`src/rtl/core/assert_macros.svh`:
```
// ---------------------------------------------------------------------------
// Assertion macros
// Shared concurrent assertion helpers; empty when SYNTHESIS is defined.
// ---------------------------------------------------------------------------
`ifndef ASSERT_MACROS_SVH
`define ASSERT_MACROS_SVH

`ifndef SYNTHESIS
// Implication or plain property checked on every clock edge out of reset.
`define ATFB_ASSERT(label, clk, rst_n, prop, msg) \
  label: assert property (@(posedge clk) disable iff (!rst_n) (prop)) else $error(msg);
// Condition that must never be true out of reset.
`define ATFB_NEVER(label, clk, rst_n, cond, msg) \
  label: assert property (@(posedge clk) disable iff (!rst_n) !(cond)) else $error(msg);
`else
`define ATFB_ASSERT(label, clk, rst_n, prop, msg)
`define ATFB_NEVER(label, clk, rst_n, cond, msg)
`endif

`endif

```
`src/rtl/core/atfb_pkg.sv`:
```
// ---------------------------------------------------------------------------
// atfb_pkg
// Types, codes and constants of the API transmit frame builder.
// ---------------------------------------------------------------------------
`timescale 1ns / 1ps

package atfb_pkg;

  // Frame constants.
  localparam logic [7:0] FRAME_START  = 8'h7E;
  localparam logic [7:0] API_TX16     = 8'h01;
  localparam logic [8:0] LEN_OVERHEAD = 9'd5;

  // Register reset values.
  localparam logic [15:0] DEST_RESET  = 16'h5001;
  localparam logic [7:0]  IDENT_RESET = 8'h01;
  localparam logic [7:0]  OPT_RESET   = 8'h00;

  // Configuration port.
  localparam int          PADDR_W   = 4;
  localparam logic [1:0]  REG_DEST  = 2'd0;
  localparam logic [1:0]  REG_IDENT = 2'd1;
  localparam logic [1:0]  REG_OPT   = 2'd2;

  // Command queue between front and back.
  localparam int QDEPTH = 4;
  localparam int QPTR_W = 2;
  localparam int QCNT_W = 3;

  // Byte positions of the back sequencer.
  localparam int          STEP_W         = 4;
  localparam logic [3:0]  STEP_SOF       = 4'd0;
  localparam logic [3:0]  STEP_LEN_HI    = 4'd1;
  localparam logic [3:0]  STEP_LEN_LO    = 4'd2;
  localparam logic [3:0]  STEP_API       = 4'd3;
  localparam logic [3:0]  STEP_IDENT     = 4'd4;
  localparam logic [3:0]  STEP_DEST_HI   = 4'd5;
  localparam logic [3:0]  STEP_DEST_LO   = 4'd6;
  localparam logic [3:0]  STEP_OPT       = 4'd7;
  localparam logic [3:0]  STEP_PAYLOAD   = 4'd8;
  localparam logic [3:0]  STEP_CHECKSUM  = 4'd9;

  // Live register values.
  typedef struct packed {
    logic [15:0] dest_address;
    logic [7:0]  frame_ident;
    logic [7:0]  tx_options;
  } cfg_t;

  // One classified item.
  typedef struct packed {
    logic       start;        // emit the header first
    logic [7:0] length;       // payload length, valid with start
    logic       has_payload;  // emit data_byte
    logic [7:0] data;
    logic       checksum;     // close the frame after this item
  } cmd_t;

endpackage

```
`src/rtl/core/atfb_stream_if.sv`:
```
// ---------------------------------------------------------------------------
// atfb stream interfaces
// Valid/ready channels for input items and serialized frame bytes.
// ---------------------------------------------------------------------------
`timescale 1ns / 1ps

interface atfb_in_if;
  logic       valid;
  logic       ready;
  logic [7:0] payload_length;
  logic [7:0] data_byte;

  modport source(output valid, output payload_length, output data_byte, input ready);
  modport sink(input valid, input payload_length, input data_byte, output ready);
endinterface

interface atfb_out_if;
  logic       valid;
  logic       ready;
  logic [7:0] frame_byte;
  logic       last_of_run;
  logic       end_of_frame;

  modport source(output valid, output frame_byte, output last_of_run, output end_of_frame,
                 input ready);
  modport sink(input valid, input frame_byte, input last_of_run, input end_of_frame,
               output ready);
endinterface

```
`src/rtl/core/atfb_cfg_regs.sv`:
```
// ---------------------------------------------------------------------------
// atfb_cfg_regs
// APB register file: destination address, frame identifier, options.
// ---------------------------------------------------------------------------
`timescale 1ns / 1ps

module atfb_cfg_regs (
  input  logic                          clk,
  input  logic                          rst_n,
  input  logic                          psel,
  input  logic                          penable,
  input  logic                          pwrite,
  input  logic [atfb_pkg::PADDR_W-1:0]  paddr,
  input  logic [31:0]                   pwdata,
  output logic [31:0]                   prdata,
  output logic                          pready,
  output atfb_pkg::cfg_t                cfg
);

  logic [15:0] dest_r;
  logic [7:0]  ident_r;
  logic [7:0]  opt_r;
  logic        wr_en;
  logic [1:0]  idx;

  assign pready = 1'b1;
  assign wr_en  = psel && penable && pwrite;
  assign idx    = paddr[3:2];

  // Register writes; an unknown index is dropped.
  always_ff @(posedge clk) begin
    if (!rst_n) begin
      dest_r  <= atfb_pkg::DEST_RESET;
      ident_r <= atfb_pkg::IDENT_RESET;
      opt_r   <= atfb_pkg::OPT_RESET;
    end else if (wr_en) begin
      unique case (idx)
        atfb_pkg::REG_DEST:  dest_r  <= pwdata[15:0];
        atfb_pkg::REG_IDENT: ident_r <= pwdata[7:0];
        atfb_pkg::REG_OPT:   opt_r   <= pwdata[7:0];
        default: ;
      endcase
    end
  end

  // Read mux.
  always_comb begin
    unique case (idx)
      atfb_pkg::REG_DEST:  prdata = {16'h0000, dest_r};
      atfb_pkg::REG_IDENT: prdata = {24'h000000, ident_r};
      atfb_pkg::REG_OPT:   prdata = {24'h000000, opt_r};
      default:             prdata = 32'h0000_0000;
    endcase
  end

  assign cfg.dest_address = dest_r;
  assign cfg.frame_ident  = ident_r;
  assign cfg.tx_options   = opt_r;

endmodule

```
`src/rtl/core/atfb_front.sv`:
```
// ---------------------------------------------------------------------------
// atfb_front
// Accepts input items, tracks the frame and pushes one command per item.
// ---------------------------------------------------------------------------
`timescale 1ns / 1ps

module atfb_front (
  input  logic            clk,
  input  logic            rst_n,
  input  logic            in_valid,
  output logic            in_ready,
  input  logic [7:0]      payload_length,
  input  logic [7:0]      data_byte,
  input  logic            q_full,
  output logic            q_push,
  output atfb_pkg::cmd_t  q_cmd
);

  logic       in_frame_r, in_frame_nxt;
  logic [7:0] remaining_r, remaining_nxt;
  logic [7:0] rem_eff;

  assign in_ready = !q_full;
  assign q_push   = in_valid && !q_full;

  // Classify the beat and compute the frame state after it.
  always_comb begin
    rem_eff       = (remaining_r == 8'd0) ? 8'd1 : remaining_r;
    q_cmd.data    = data_byte;
    q_cmd.length  = payload_length;
    q_cmd.start   = !in_frame_r;
    if (!in_frame_r) begin
      q_cmd.has_payload = (payload_length != 8'd0);
      q_cmd.checksum    = (payload_length <= 8'd1);
      in_frame_nxt      = (payload_length > 8'd1);
      remaining_nxt     = (payload_length == 8'd0) ? 8'd0 : payload_length - 8'd1;
    end else begin
      q_cmd.has_payload = 1'b1;
      q_cmd.checksum    = (rem_eff == 8'd1);
      in_frame_nxt      = (rem_eff != 8'd1);
      remaining_nxt     = rem_eff - 8'd1;
    end
  end

  // Frame tracking registers.
  always_ff @(posedge clk) begin
    if (!rst_n) begin
      in_frame_r  <= 1'b0;
      remaining_r <= 8'd0;
    end else if (q_push) begin
      in_frame_r  <= in_frame_nxt;
      remaining_r <= remaining_nxt;
    end
  end

endmodule

```
`src/rtl/core/atfb_queue.sv`:
```
// ---------------------------------------------------------------------------
// atfb_queue
// Small command FIFO that decouples the front from the byte sequencer.
// ---------------------------------------------------------------------------
`timescale 1ns / 1ps

`include "assert_macros.svh"

module atfb_queue (
  input  logic            clk,
  input  logic            rst_n,
  input  logic            push,
  input  atfb_pkg::cmd_t  push_cmd,
  input  logic            pop,
  output atfb_pkg::cmd_t  head_cmd,
  output logic            full,
  output logic            empty
);

  atfb_pkg::cmd_t                 mem_r [atfb_pkg::QDEPTH];
  logic [atfb_pkg::QPTR_W-1:0]    wr_ptr_r, rd_ptr_r;
  logic [atfb_pkg::QCNT_W-1:0]    count_r;

  assign full     = (count_r == atfb_pkg::QCNT_W'(atfb_pkg::QDEPTH));
  assign empty    = (count_r == '0);
  assign head_cmd = mem_r[rd_ptr_r];

  // Storage.
  always_ff @(posedge clk) begin
    if (push) begin
      mem_r[wr_ptr_r] <= push_cmd;
    end
  end

  // Pointers and fill count.
  always_ff @(posedge clk) begin
    if (!rst_n) begin
      wr_ptr_r <= '0;
      rd_ptr_r <= '0;
      count_r  <= '0;
    end else begin
      if (push) begin
        wr_ptr_r <= wr_ptr_r + 1'b1;
      end
      if (pop) begin
        rd_ptr_r <= rd_ptr_r + 1'b1;
      end
      if (push && !pop) begin
        count_r <= count_r + 1'b1;
      end else if (pop && !push) begin
        count_r <= count_r - 1'b1;
      end
    end
  end

  `ATFB_NEVER(a_no_overflow, clk, rst_n, push && full, "push into full command queue")
  `ATFB_NEVER(a_no_underflow, clk, rst_n, pop && empty, "pop from empty command queue")
  `ATFB_ASSERT(a_push_fills, clk, rst_n, (push && !pop) |=> !empty, "queue empty after push")

endmodule

```
`src/rtl/core/atfb_back.sv`:
```
// ---------------------------------------------------------------------------
// atfb_back
// Byte sequencer: turns commands into frame bytes and keeps the checksum.
// ---------------------------------------------------------------------------
`timescale 1ns / 1ps

`include "assert_macros.svh"

module atfb_back (
  input  logic            clk,
  input  logic            rst_n,
  input  atfb_pkg::cfg_t  cfg,
  input  logic            q_empty,
  input  atfb_pkg::cmd_t  head_cmd,
  output logic            q_pop,
  output logic            out_valid,
  input  logic            out_ready,
  output logic [7:0]      frame_byte,
  output logic            last_of_run,
  output logic            end_of_frame
);

  logic                          busy_r;
  logic [atfb_pkg::STEP_W-1:0]   step_r;
  logic [7:0]                    sum_r, sum_nxt;
  logic                          out_valid_r;
  logic [7:0]                    byte_r;
  logic                          last_r, eof_r;

  logic                          advance;
  logic [atfb_pkg::STEP_W-1:0]   step_cur, step_next;
  logic [8:0]                    total;
  logic [7:0]                    byte_cur;
  logic                          step_last;

  assign advance  = !q_empty && (!out_valid_r || out_ready);
  assign step_cur = busy_r ? step_r
                  : (head_cmd.start ? atfb_pkg::STEP_SOF : atfb_pkg::STEP_PAYLOAD);
  assign total    = {1'b0, head_cmd.length} + atfb_pkg::LEN_OVERHEAD;

  // Byte for the current step.
  always_comb begin
    unique case (step_cur)
      atfb_pkg::STEP_SOF:      byte_cur = atfb_pkg::FRAME_START;
      atfb_pkg::STEP_LEN_HI:   byte_cur = {7'b0, total[8]};
      atfb_pkg::STEP_LEN_LO:   byte_cur = total[7:0];
      atfb_pkg::STEP_API:      byte_cur = atfb_pkg::API_TX16;
      atfb_pkg::STEP_IDENT:    byte_cur = cfg.frame_ident;
      atfb_pkg::STEP_DEST_HI:  byte_cur = cfg.dest_address[15:8];
      atfb_pkg::STEP_DEST_LO:  byte_cur = cfg.dest_address[7:0];
      atfb_pkg::STEP_OPT:      byte_cur = cfg.tx_options;
      atfb_pkg::STEP_PAYLOAD:  byte_cur = head_cmd.data;
      atfb_pkg::STEP_CHECKSUM: byte_cur = ~sum_r;
      default:                 byte_cur = 8'h00;
    endcase
  end

  // Step sequencing and checksum accumulation.
  always_comb begin
    step_last = (step_cur == atfb_pkg::STEP_CHECKSUM)
             || (step_cur == atfb_pkg::STEP_PAYLOAD && !head_cmd.checksum);
    if (step_cur == atfb_pkg::STEP_OPT) begin
      step_next = head_cmd.has_payload ? atfb_pkg::STEP_PAYLOAD : atfb_pkg::STEP_CHECKSUM;
    end else begin
      step_next = step_cur + 1'b1;
    end
    if (step_cur == atfb_pkg::STEP_API) begin
      sum_nxt = atfb_pkg::API_TX16;
    end else if (step_cur >= atfb_pkg::STEP_IDENT && step_cur <= atfb_pkg::STEP_PAYLOAD) begin
      sum_nxt = sum_r + byte_cur;
    end else begin
      sum_nxt = sum_r;
    end
  end

  assign q_pop = advance && step_last;

  // Sequencer control.
  always_ff @(posedge clk) begin
    if (!rst_n) begin
      busy_r <= 1'b0;
      step_r <= atfb_pkg::STEP_SOF;
      sum_r  <= 8'h00;
    end else if (advance) begin
      busy_r <= !step_last;
      step_r <= step_next;
      sum_r  <= sum_nxt;
    end
  end

  // Output register: a beat waits here until it is taken; the sequencer stalls meanwhile.
  always_ff @(posedge clk) begin
    if (!rst_n) begin
      out_valid_r <= 1'b0;
    end else if (advance) begin
      out_valid_r <= 1'b1;
    end else if (out_ready) begin
      out_valid_r <= 1'b0;
    end
  end

  always_ff @(posedge clk) begin
    if (advance) begin
      byte_r <= byte_cur;
      last_r <= step_last;
      eof_r  <= (step_cur == atfb_pkg::STEP_CHECKSUM);
    end
  end

  assign out_valid    = out_valid_r;
  assign frame_byte   = byte_r;
  assign last_of_run  = last_r;
  assign end_of_frame = eof_r;

  `ATFB_NEVER(a_step_range, clk, rst_n, busy_r && (step_r > atfb_pkg::STEP_CHECKSUM),
              "sequencer step out of range")
  `ATFB_ASSERT(a_eof_is_last, clk, rst_n, (out_valid_r && eof_r) |-> last_r,
               "checksum beat not flagged last of run")
  `ATFB_ASSERT(a_api_seeds_sum, clk, rst_n,
               (advance && step_cur == atfb_pkg::STEP_API) |=> (sum_r == atfb_pkg::API_TX16),
               "checksum not seeded at API id")

endmodule

```
`src/rtl/core/api_tx_frame_builder.sv`:
```
// ---------------------------------------------------------------------------
// api_tx_frame_builder
// Wraps payload bytes into 16-bit-address API transmit request frames.
// ---------------------------------------------------------------------------
//
//   channel   dir   handshake        payload
//   in_ch     in    valid/ready      payload_length[7:0], data_byte[7:0]
//   out_ch    out   valid/ready      frame_byte[7:0], last_of_run, end_of_frame
//   cfg_*     in    APB, pready=1    dest_address, frame_ident, tx_options
//
// A frame's first item yields the header, any payload byte and the checksum if
// the frame ends; later items a payload byte, the last also the checksum. The
// byte sequencer emits one byte per cycle while the output is ready; a 4-entry
// command queue lets the input keep accepting while the header is going out.
// Reset (rst_n low, synchronous) empties the queue and output register and
// restores the register reset values. Output stalls back up into the queue.
// ---------------------------------------------------------------------------
`timescale 1ns / 1ps

module api_tx_frame_builder (
  input  logic                          clk,
  input  logic                          rst_n,
  atfb_in_if.sink                       in_ch,
  atfb_out_if.source                    out_ch,
  input  logic                          cfg_psel,
  input  logic                          cfg_penable,
  input  logic                          cfg_pwrite,
  input  logic [atfb_pkg::PADDR_W-1:0]  cfg_paddr,
  input  logic [31:0]                   cfg_pwdata,
  output logic [31:0]                   cfg_prdata,
  output logic                          cfg_pready
);

  atfb_pkg::cfg_t cfg;
  atfb_pkg::cmd_t push_cmd;
  atfb_pkg::cmd_t head_cmd;
  logic           q_push, q_pop, q_full, q_empty;
  logic           in_ready;

  // Register file.
  atfb_cfg_regs u_cfg (
    .clk     (clk),
    .rst_n   (rst_n),
    .psel    (cfg_psel),
    .penable (cfg_penable),
    .pwrite  (cfg_pwrite),
    .paddr   (cfg_paddr),
    .pwdata  (cfg_pwdata),
    .prdata  (cfg_prdata),
    .pready  (cfg_pready),
    .cfg     (cfg)
  );

  // Front: accept and classify.
  atfb_front u_front (
    .clk            (clk),
    .rst_n          (rst_n),
    .in_valid       (in_ch.valid),
    .in_ready       (in_ready),
    .payload_length (in_ch.payload_length),
    .data_byte      (in_ch.data_byte),
    .q_full         (q_full),
    .q_push         (q_push),
    .q_cmd          (push_cmd)
  );

  assign in_ch.ready = in_ready;

  // Command queue.
  atfb_queue u_queue (
    .clk      (clk),
    .rst_n    (rst_n),
    .push     (q_push),
    .push_cmd (push_cmd),
    .pop      (q_pop),
    .head_cmd (head_cmd),
    .full     (q_full),
    .empty    (q_empty)
  );

  // Back: byte sequencer.
  atfb_back u_back (
    .clk          (clk),
    .rst_n        (rst_n),
    .cfg          (cfg),
    .q_empty      (q_empty),
    .head_cmd     (head_cmd),
    .q_pop        (q_pop),
    .out_valid    (out_ch.valid),
    .out_ready    (out_ch.ready),
    .frame_byte   (out_ch.frame_byte),
    .last_of_run  (out_ch.last_of_run),
    .end_of_frame (out_ch.end_of_frame)
  );

endmodule

```
`src/flat_wrapper.sv`:
```
// flat-port wrapper written by rule: the top's interface ports become plain ports
module api_tx_frame_builder_flat 
  (clk, rst_n, cfg_psel, cfg_penable, cfg_pwrite, cfg_paddr, cfg_pwdata, cfg_prdata, cfg_pready, in_ch_valid, in_ch_payload_length, in_ch_data_byte, in_ch_ready, out_ch_valid, out_ch_frame_byte, out_ch_last_of_run, out_ch_end_of_frame, out_ch_ready);
  atfb_in_if in_ch_i ();
  atfb_out_if out_ch_i ();
  input  logic clk;
  input  logic rst_n;
  input  logic cfg_psel;
  input  logic cfg_penable;
  input  logic cfg_pwrite;
  input  logic [atfb_pkg::PADDR_W-1:0] cfg_paddr;
  input  logic [31:0] cfg_pwdata;
  output logic [31:0] cfg_prdata;
  output logic cfg_pready;
  input wire logic [$bits(in_ch_i.valid)-1:0] in_ch_valid;
  input wire logic [$bits(in_ch_i.payload_length)-1:0] in_ch_payload_length;
  input wire logic [$bits(in_ch_i.data_byte)-1:0] in_ch_data_byte;
  output wire logic [$bits(in_ch_i.ready)-1:0] in_ch_ready;
  output wire logic [$bits(out_ch_i.valid)-1:0] out_ch_valid;
  output wire logic [$bits(out_ch_i.frame_byte)-1:0] out_ch_frame_byte;
  output wire logic [$bits(out_ch_i.last_of_run)-1:0] out_ch_last_of_run;
  output wire logic [$bits(out_ch_i.end_of_frame)-1:0] out_ch_end_of_frame;
  input wire logic [$bits(out_ch_i.ready)-1:0] out_ch_ready;
  assign in_ch_i.valid = in_ch_valid;
  assign in_ch_i.payload_length = in_ch_payload_length;
  assign in_ch_i.data_byte = in_ch_data_byte;
  assign in_ch_ready = in_ch_i.ready;
  assign out_ch_valid = out_ch_i.valid;
  assign out_ch_frame_byte = out_ch_i.frame_byte;
  assign out_ch_last_of_run = out_ch_i.last_of_run;
  assign out_ch_end_of_frame = out_ch_i.end_of_frame;
  assign out_ch_i.ready = out_ch_ready;
  api_tx_frame_builder u_core (.clk(clk), .rst_n(rst_n), .in_ch(in_ch_i), .out_ch(out_ch_i), .cfg_psel(cfg_psel), .cfg_penable(cfg_penable), .cfg_pwrite(cfg_pwrite), .cfg_paddr(cfg_paddr), .cfg_pwdata(cfg_pwdata), .cfg_prdata(cfg_prdata), .cfg_pready(cfg_pready));
endmodule
```
`config.mk`:
```
export PLATFORM = sky130hd
export DESIGN_NAME = api_tx_frame_builder_flat
export DESIGN_NICKNAME = d
export VERILOG_FILES = /design/src/rtl/core/atfb_pkg.sv /design/src/rtl/core/atfb_stream_if.sv /design/src/rtl/core/atfb_cfg_regs.sv /design/src/rtl/core/atfb_front.sv /design/src/rtl/core/atfb_queue.sv /design/src/rtl/core/atfb_back.sv /design/src/rtl/core/api_tx_frame_builder.sv /design/src/flat_wrapper.sv
export VERILOG_INCLUDE_DIRS = /design/src /design/src/rtl/core
export SDC_FILE = /design/constraint.sdc
export NUM_CORES = 1
export LEC_CHECK = 0
export BUFFER_PORTS_ARGS = -buffer_cell sky130_fd_sc_hd__buf_4
export CAP_MARGIN = 10
export CORE_ASPECT_RATIO = 1.25
export CORE_MARGIN = 8
export CORE_UTILIZATION = 25
export CTS_BUF_LIST = sky130_fd_sc_hd__clkbuf_8
export DETAILED_ROUTE_END_ITERATION = 8
export HOLD_SLACK_MARGIN = 0.12
export PLACE_DENSITY_LB_ADDON = 0.2
export SYNTH_ARGS = -nofsm -noshare
export SYNTH_HDL_FRONTEND = slang
export SYNTH_SLANG_ARGS = --single-unit
```
`constraint.sdc`:
```
create_clock -name clk -period 3.55 [get_ports clk]
set_input_delay 0.355 -clock clk [delete_from_list [all_inputs] [get_ports clk]]
set_output_delay 0.355 -clock clk [all_outputs]
set_load 0.01 [all_outputs]
```
==> results.cfg, run 1 <==
[sta]
fin_crit_ns = 3.43
clock.fmax_ghz = 0.291
period_share_pct = 96.7
slew_viol_final = 0
fin_ws_ns = 0.117
rsz0062_at_grt = true
tightest_slew_ns = 1.02
skew_ns = 0.0142
maxSlewHeadroom_pct = 31.8
finalHoldViolCount = 0
finalSetupViolCount = 0

[die]
initial_core_util_pct = 25.3
fp-row-count = 69
fp.dieW_microns = 167
core_sq_um = 28300
ioPinCount = 104
dieArea_sq_um = 34300
chipHeight_microns = 205

[drt]
avgViaCountPerCell = 4.48
dr.pass1.iters = 4
drt_iter0_markers = 274
vias = 5158
drc = 0
wire_per_inst_microns = 16.1
ant_nets = 0
drt_wl_total_microns = 18600

[grt]
grt_max_degree = 30
antenna_found_initial = 0
grt_pass1_vias = 5364
grt_use_total_pct = 10.9
grt-ovfl-total = 0
grt_pass1_wl_microns = 29300

[worst_setup_path]
worstRegToRegCells = 18
path_max_fanout = 5
r2r_slack_ns = 0.12
required_ns = 3.77
r2r-end = u_core.u_back.frame_byte[4]
worstPathArrival_ns = 3.66
cp-start-kind = register
path_class = reg2reg
endpoint_kind = register

[power_and_ir_drop]
power_frac_seq_pct = 38.2
powerDensity_nw_per_um2 = 664
p_comb_share_pct = 42.5
finalPower_w = 0.00606
ir_drop_v = 0.000223
power.clock.fraction_pct = 19.3
swShare_pct = 34.7
p_leak_nw = 3.41
switchingPower_w = 0.00210
intPower_w = 0.00396

[logic_synthesis]
ys_ff_latch = 150
netlist_area_sq_um = 7160
synth.avg_cell_area_sq_um = 11.3
synth_top_area_cell = edfxtp_1
synth_area_leaders = edfxtp_1, dfxtp_1, mux4_2, mux2i_1, ha_1
seq_area_frac_synth_pct = 54.0
synth_ff_type = edfxtp_1
ys_async_sr_fraction_pct = 0
synth_cell_type_count = 57
synth_edf_count = 86
synth_top_area_share_pct = 36.1
ys_warn_count = 0
synthCells = 632

[cells_and_area]
final_nets = 867
register_area_sq_um = 3870
drive_gt1_share_pct = 26.5
fill_cells = 2917
area_growth_pct = 27.6
stdcell_count = 1152
layout_common_cells = buf_4, edfxtp_1, nand2_1
final_common_cell = buf_4
num_antenna_cells = 0
multiInputGateArea_sq_um = 3080

[placed_design]
gp_congestion = 0.758
place_hpwl_microns = 13400
pre_cts_slack_ns = -0.258
post-place-cells = 1076
io_buffer_count = 68

[flow_run]
maxCapViolations = 0

[cts]
path_clk_slew_ns = 0.09
clkLatencyLatePin_ns = 0.45
htree_num_levels = 4
clockRootBuffer = clkbuf_8
cts_buffers = 17
clock_path_buffers = 2
cts_tree = done
clock-sinks = 150

[hold_path]
hold_end = u_core.u_cfg.opt_r[2]
whs_path_depth = 3
min-delay-start = cfg_pwdata[2]
holdCritPathClass = in2reg

[run_status]
status = complete, no violations
worst max-delay path by stage:
stage / slack [ns] / from / end
after floorplan: 0.003 / u_core.u_back.busy_r / u_core.u_back.sum_r[7]
after global placement: -0.22 / register / u_core.u_back.sum_r[7]
after detailed placement: -0.26 / register / u_core.u_back.sum_r[7]
after CTS: 0.01 / register / u_core.u_back.sum_r[7]
after global routing: -0.02 / register / u_core.u_back.sum_r[7]
final: 0.12 / register / u_core.u_back.frame_byte[4]
cells by family (layout without fill, tap and decap cells):
group | count (synthesis) | in the layout | share of synthesized area, %
DFF | 150 | 150 | 54.0
adders and majority gates | 24 | 24 | 4.41
xor gates and xnor gates | 20 | 20 | 2.45
AOI/OAI and AO/OA | 116 | 116 | 10.9
buffers and inverters | 69 | 219 | 4.74
and+or+nand+nor | 199 | 199 | 12.6
muxes | 52 | 52 | 10.9
other | 2 | 17 | 0.105
critical path, stage by stage, from the launching register on:
cell and delay, ns:
dfxtp_4 0.40, mux4_2 0.52, ha_2 0.21, or2_4 0.26, nand2_2 0.09, xor2_2 0.13
o211ai_1 0.13, buf_4 0.16, buf_4 0.12, buf_4 0.12, buf_4 0.12, buf_4 0.12
buf_4 0.12, buf_4 0.12, buf_4 0.12, buf_4 0.12, buf_4 0.12, buf_4 0.12
buf_4 0.11
cells in the mapped netlist (2+ instances only):
| cell | number |
|---|---|
| nor3_1 | 15 |
| nor2_1 | 56 |
| nor4_1 | 2 |
| and3_1 | 6 |
| mux2i_1 | 29 |
| or3_1 | 6 |
| o221ai_1 | 2 |
| a222oi_1 | 3 |
| inv_1 | 19 |
| nor2b_1 | 7 |
| xnor2_1 | 6 |
| nand3b_1 | 2 |
| buf_6 | 2 |
| a22oi_1 | 21 |
| a211oi_1 | 4 |
| mux4_2 | 15 |
| o21ai_0 | 20 |
| o21a_1 | 2 |
| clkinv_1 | 2 |
| xor2_1 | 14 |
| clkbuf_1 | 23 |
| fa_1 | 2 |
| conb_1 | 2 |
| a221o_1 | 2 |
| a21o_1 | 3 |
| nand2b_1 | 2 |
| a21oi_1 | 41 |
| ha_1 | 22 |
| edfxtp_1 | 86 |
| buf_4 | 17 |
| mux2_2 | 4 |
| nor3b_1 | 2 |
| nand2_1 | 72 |
| buf_1 | 4 |
| o211ai_1 | 5 |
| nand3_1 | 15 |
| dfxtp_1 | 64 |
| and2_1 | 10 |
| mux4_1 | 4 |
| o41ai_1 | 2 |
area by class of cell:
cell class | instances | area share [%]
Clock buffer | 17 | 2.56
Clock inverter | 15 | 1.15
Inverter | 22 | 0.905
Multi-Input combinational cell | 428 | 33.7
Sequential cell | 150 | 42.4
Tap cell | 355 | 4.87
Timing Repair Buffer | 165 | 14.4
per-layer routing:
metal	track usage, %	wire length (microns)	share of wire [%]
met5	0	0	0
met4	4.02	352	1.9
met3	2.58	746	4.0
met2	19.9	9510	51
met1	12.3	7950	43
power by group through the flow:
stage,Sequential (W),Combinational (W),Clock (W)
3_3_place_gp,0.00236,0.00227,0
6_report,0.00231,0.00257,0.00117
2_1_floorplan,0.00232,0.00141,0
3_5_place_dp,0.00236,0.00227,0
5_1_grt,0.00235,0.00285,0.00128
4_1_cts,0.00232,0.00250,0.00122
repair_timing:
item / in CTS / in global routing
hold endpoints to repair: 70 / 0
hold buffers: 28 / 0
buffers inserted: 13 / 3
resized for setup: 11 / 13
setup endpoints to repair: 3 / 4
pin swaps: 7 / 8
cloned: 0 / 0
state kept, by name, summed over array words and instances, names as in the netlist, named ones only:
register,count
u_core.u_queue.mem_r,76
u_core.u_cfg.dest_r,16
u_core.u_back.frame_byte,8
u_core.u_back.sum_r,8
u_core.u_cfg.ident_r,8
u_core.u_cfg.opt_r,8
u_core.u_front.remaining_r,8
u_core.u_back.step_r,4
u_core.u_queue.count_r,3
u_core.u_queue.rd_ptr_r,2
u_core.u_queue.wr_ptr_r,2
u_core.u_back.busy_r,1
u_core.u_back.end_of_frame,1
u_core.u_back.last_of_run,1
u_core.u_back.out_valid,1
u_core.u_front.in_frame_r,1
per-stage QoR:
| step | hold WS (ns) | TNS, ns | cell area [sq um] | util, % |
|---|---|---|---|---|
| floorplan | 0.444 | 0 | 7220 | - |
| global placement | 0.460 | -0.352 | 8310 | 29.4 |
| detailed placement | 0.465 | -0.489 | 8310 | 29.4 |
| CTS | 0.121 | 0 | 9060 | 32.0 |
| global route | 0.126 | -0.0159 | 9130 | 32.2 |
| finish | 0.162 | 0 | 9130 | 32.2 |
(Power assumes the default switching activity.)
==> run 2: changes to the inputs <==
==> constraint.sdc (replaced) <==
create_clock -name clk -period 3.55 [get_ports clk]
set_input_delay 0.71 -clock clk [delete_from_list [all_inputs] [get_ports clk]]
set_output_delay 0.71 -clock clk [all_outputs]
set_load 0.01 [all_outputs]
==> run 2 against run 1 <==
  * Combinational power up 6%
  * Sequential power about the same
  * Die area unchanged
  * Non-clock buffer count down 9
  * Fmax is 0.93% lower
  * Worst setup slack worse by 0.032 ns
  * Power rose by 4.1%
  * Global-route usage hardly changed
  * Sequential cell count stayed put
  * Clock skew shrank 0.0026 ns
  * Critical path type unchanged
  * Largest power group unchanged
==> results.cfg, run 2 (synthesis gave the netlist of run 1 again) <==
[sta]
fin_hold_ws_ns = 0.461
clock.fmax_ghz = 0.289
slew_viol_final = 0
tightest_slew_ns = 0.723
skew_ns = 0.0116
fin_ws_ns = 0.0851
finalSetupViolCount = 0
maxSlewHeadroom_pct = 51.7
rsz0062_at_grt = true
tns_ns = 0
finalHoldViolCount = 0
fin_crit_ns = 3.46
period_share_pct = 97.6

[power_and_ir_drop]
p_comb_share_pct = 43.1
power_frac_seq_pct = 36.6
ir_drop_v = 0.000232
powerDensity_nw_per_um2 = 693
switchingPower_w = 0.00216
swShare_pct = 34.2
intPower_w = 0.00415
p_leak_nw = 3.46
power.clock.fraction_pct = 20.3

[cells_and_area]
largest_reg_flops = 76
top_register = u_core.u_queue.mem_r
stdcell_count = 1142
num_antenna_cells = 0
final_nets = 858
drive_gt1_share_pct = 30.2
final_common_cell = buf_4
reg.largest.list = u_core.u_queue.mem_r x76, u_core.u_cfg.dest_r x16
area_growth_pct = 27.2
utilization_pct = 32.2
layout_common_cells = buf_4, edfxtp_1, nand2_1

[cts]
clock-sinks = 150
cts_tree = done
path_clk_slew_ns = 0.09
htree_num_levels = 4
clockRootBuffer = clkbuf_8
cts_buffers = 17
clock_path_buffers = 2
clkLatencyLatePin_ns = 0.45

[drt]
dr.pass1.iters = 4
dr_wl_met2_microns = 9730
highest_layer = met4
vias = 5061
wire_per_inst_microns = 16.2
met3WireLength_microns = 690
avgViaCountPerCell = 4.43
drc = 0
drt_iter0_markers = 189
wl_met1_microns = 7820
ant_nets = 0
drt_wl_total_microns = 18500

[grt]
grt-ovfl-total = 0
grt_use_total_pct = 11.0
antenna_found_initial = 0
grt_pass1_vias = 5196
grt_max_degree = 27
grt_pass1_wl_microns = 29200

[worst_setup_path]
path_class = reg2reg
cp-endpoint = u_core.u_back.sum_r[7]
r2r_slack_ns = 0.09
required_ns = 3.93
endpoint_kind = register
worstPathArrival_ns = 3.85
path_max_fanout = 6
worstRegToRegCells = 14
cp-start-kind = register
r2r-end = u_core.u_back.sum_r[7]

[die]
chipHeight_microns = 205
fp-row-count = 69
ioPinCount = 104
core_sq_um = 28300
initial_core_util_pct = 25.3
dieArea_sq_um = 34300
fp.dieW_microns = 167

[placed_design]
place_hpwl_microns = 13600
post-place-cells = 1092
pre_cts_slack_ns = -0.294
io_buffer_count = 68
gp_congestion = 0.739

[flow_run]
maxCapViolations = 0

[hold_path]
holdCritPathClass = in2reg

[run_status]
status = complete, no violations
[run 2: layout make-up]
class	instances	area, sq um
Timing Repair Buffer	156	1210
Tap cell	355	444
Clock buffer	17	234
Sequential cell	150	3860
Clock inverter	14	145
Fill cell	2932	19200
Multi-Input combinational cell	428	3130
Inverter	22	82.6
[run 2: how the worst min path moves through the flow]
stage                       startpoint                    endpoint  depth (start not counted)
2_1_floorplan  u_core.u_cfg.dest_r[13]     u_core.u_cfg.dest_r[13]                          2
3_3_place_gp   u_core.u_back.out_valid     u_core.u_back.out_valid                          2
3_5_place_dp   u_core.u_back.out_valid     u_core.u_back.out_valid                          2
4_1_cts             in_ch_data_byte[4]  u_core.u_queue.mem_r[0][5]                          1
5_1_grt             in_ch_data_byte[4]  u_core.u_queue.mem_r[0][5]                          1
6_report            in_ch_data_byte[6]  u_core.u_queue.mem_r[1][7]                          1
[run 2: timing repair]
action,CTS,global route
hold buffers,0,0
endpoints found under the hold margin,0,0
buffers inserted,17,4
pin swaps,14,15
resized for setup,23,15
setup endpoints to repair,3,4
[run 2: per-stage QoR]
stage	instance area (sq um)	total power, W
2_1_floorplan	7220	0.00373
3_3_place_gp	8460	0.00472
3_5_place_dp	8460	0.00472
4_1_cts	9030	0.00631
5_1_grt	9100	0.00676
6_report	9100	0.00631
[run 2: power by group through the flow]
stage	registers, W	logic [W]	clock network [W]
floorplan	0.00232	0.00141	0
detailed placement	0.00235	0.00237	0
CTS	0.00231	0.00266	0.00133
global placement	0.00235	0.00237	0
finish	0.00231	0.00272	0.00128
global route	0.00234	0.00302	0.00140
[run 2: layer usage]
layer	vias up	global-route usage, %
li1	2548	-
met1	2420	12.2
met2	80	20.5
met3	13	2.53
met4	0	3.55
met5	-	0
[run 2: critical path, stage by stage (launching register included)]
cell and delay (ns):
dfxtp_2 0.35, buf_12 0.12, mux4_2 0.56, mux2i_4 0.20
nand2b_4 0.16, inv_1 0.05, a221o_1 0.36, ha_1 0.30
a21oi_2 0.16, o211ai_1 0.17, o41ai_2 0.23, buf_4 0.17
xor2_2 0.14, or3b_1 0.37, o211ai_2 0.07
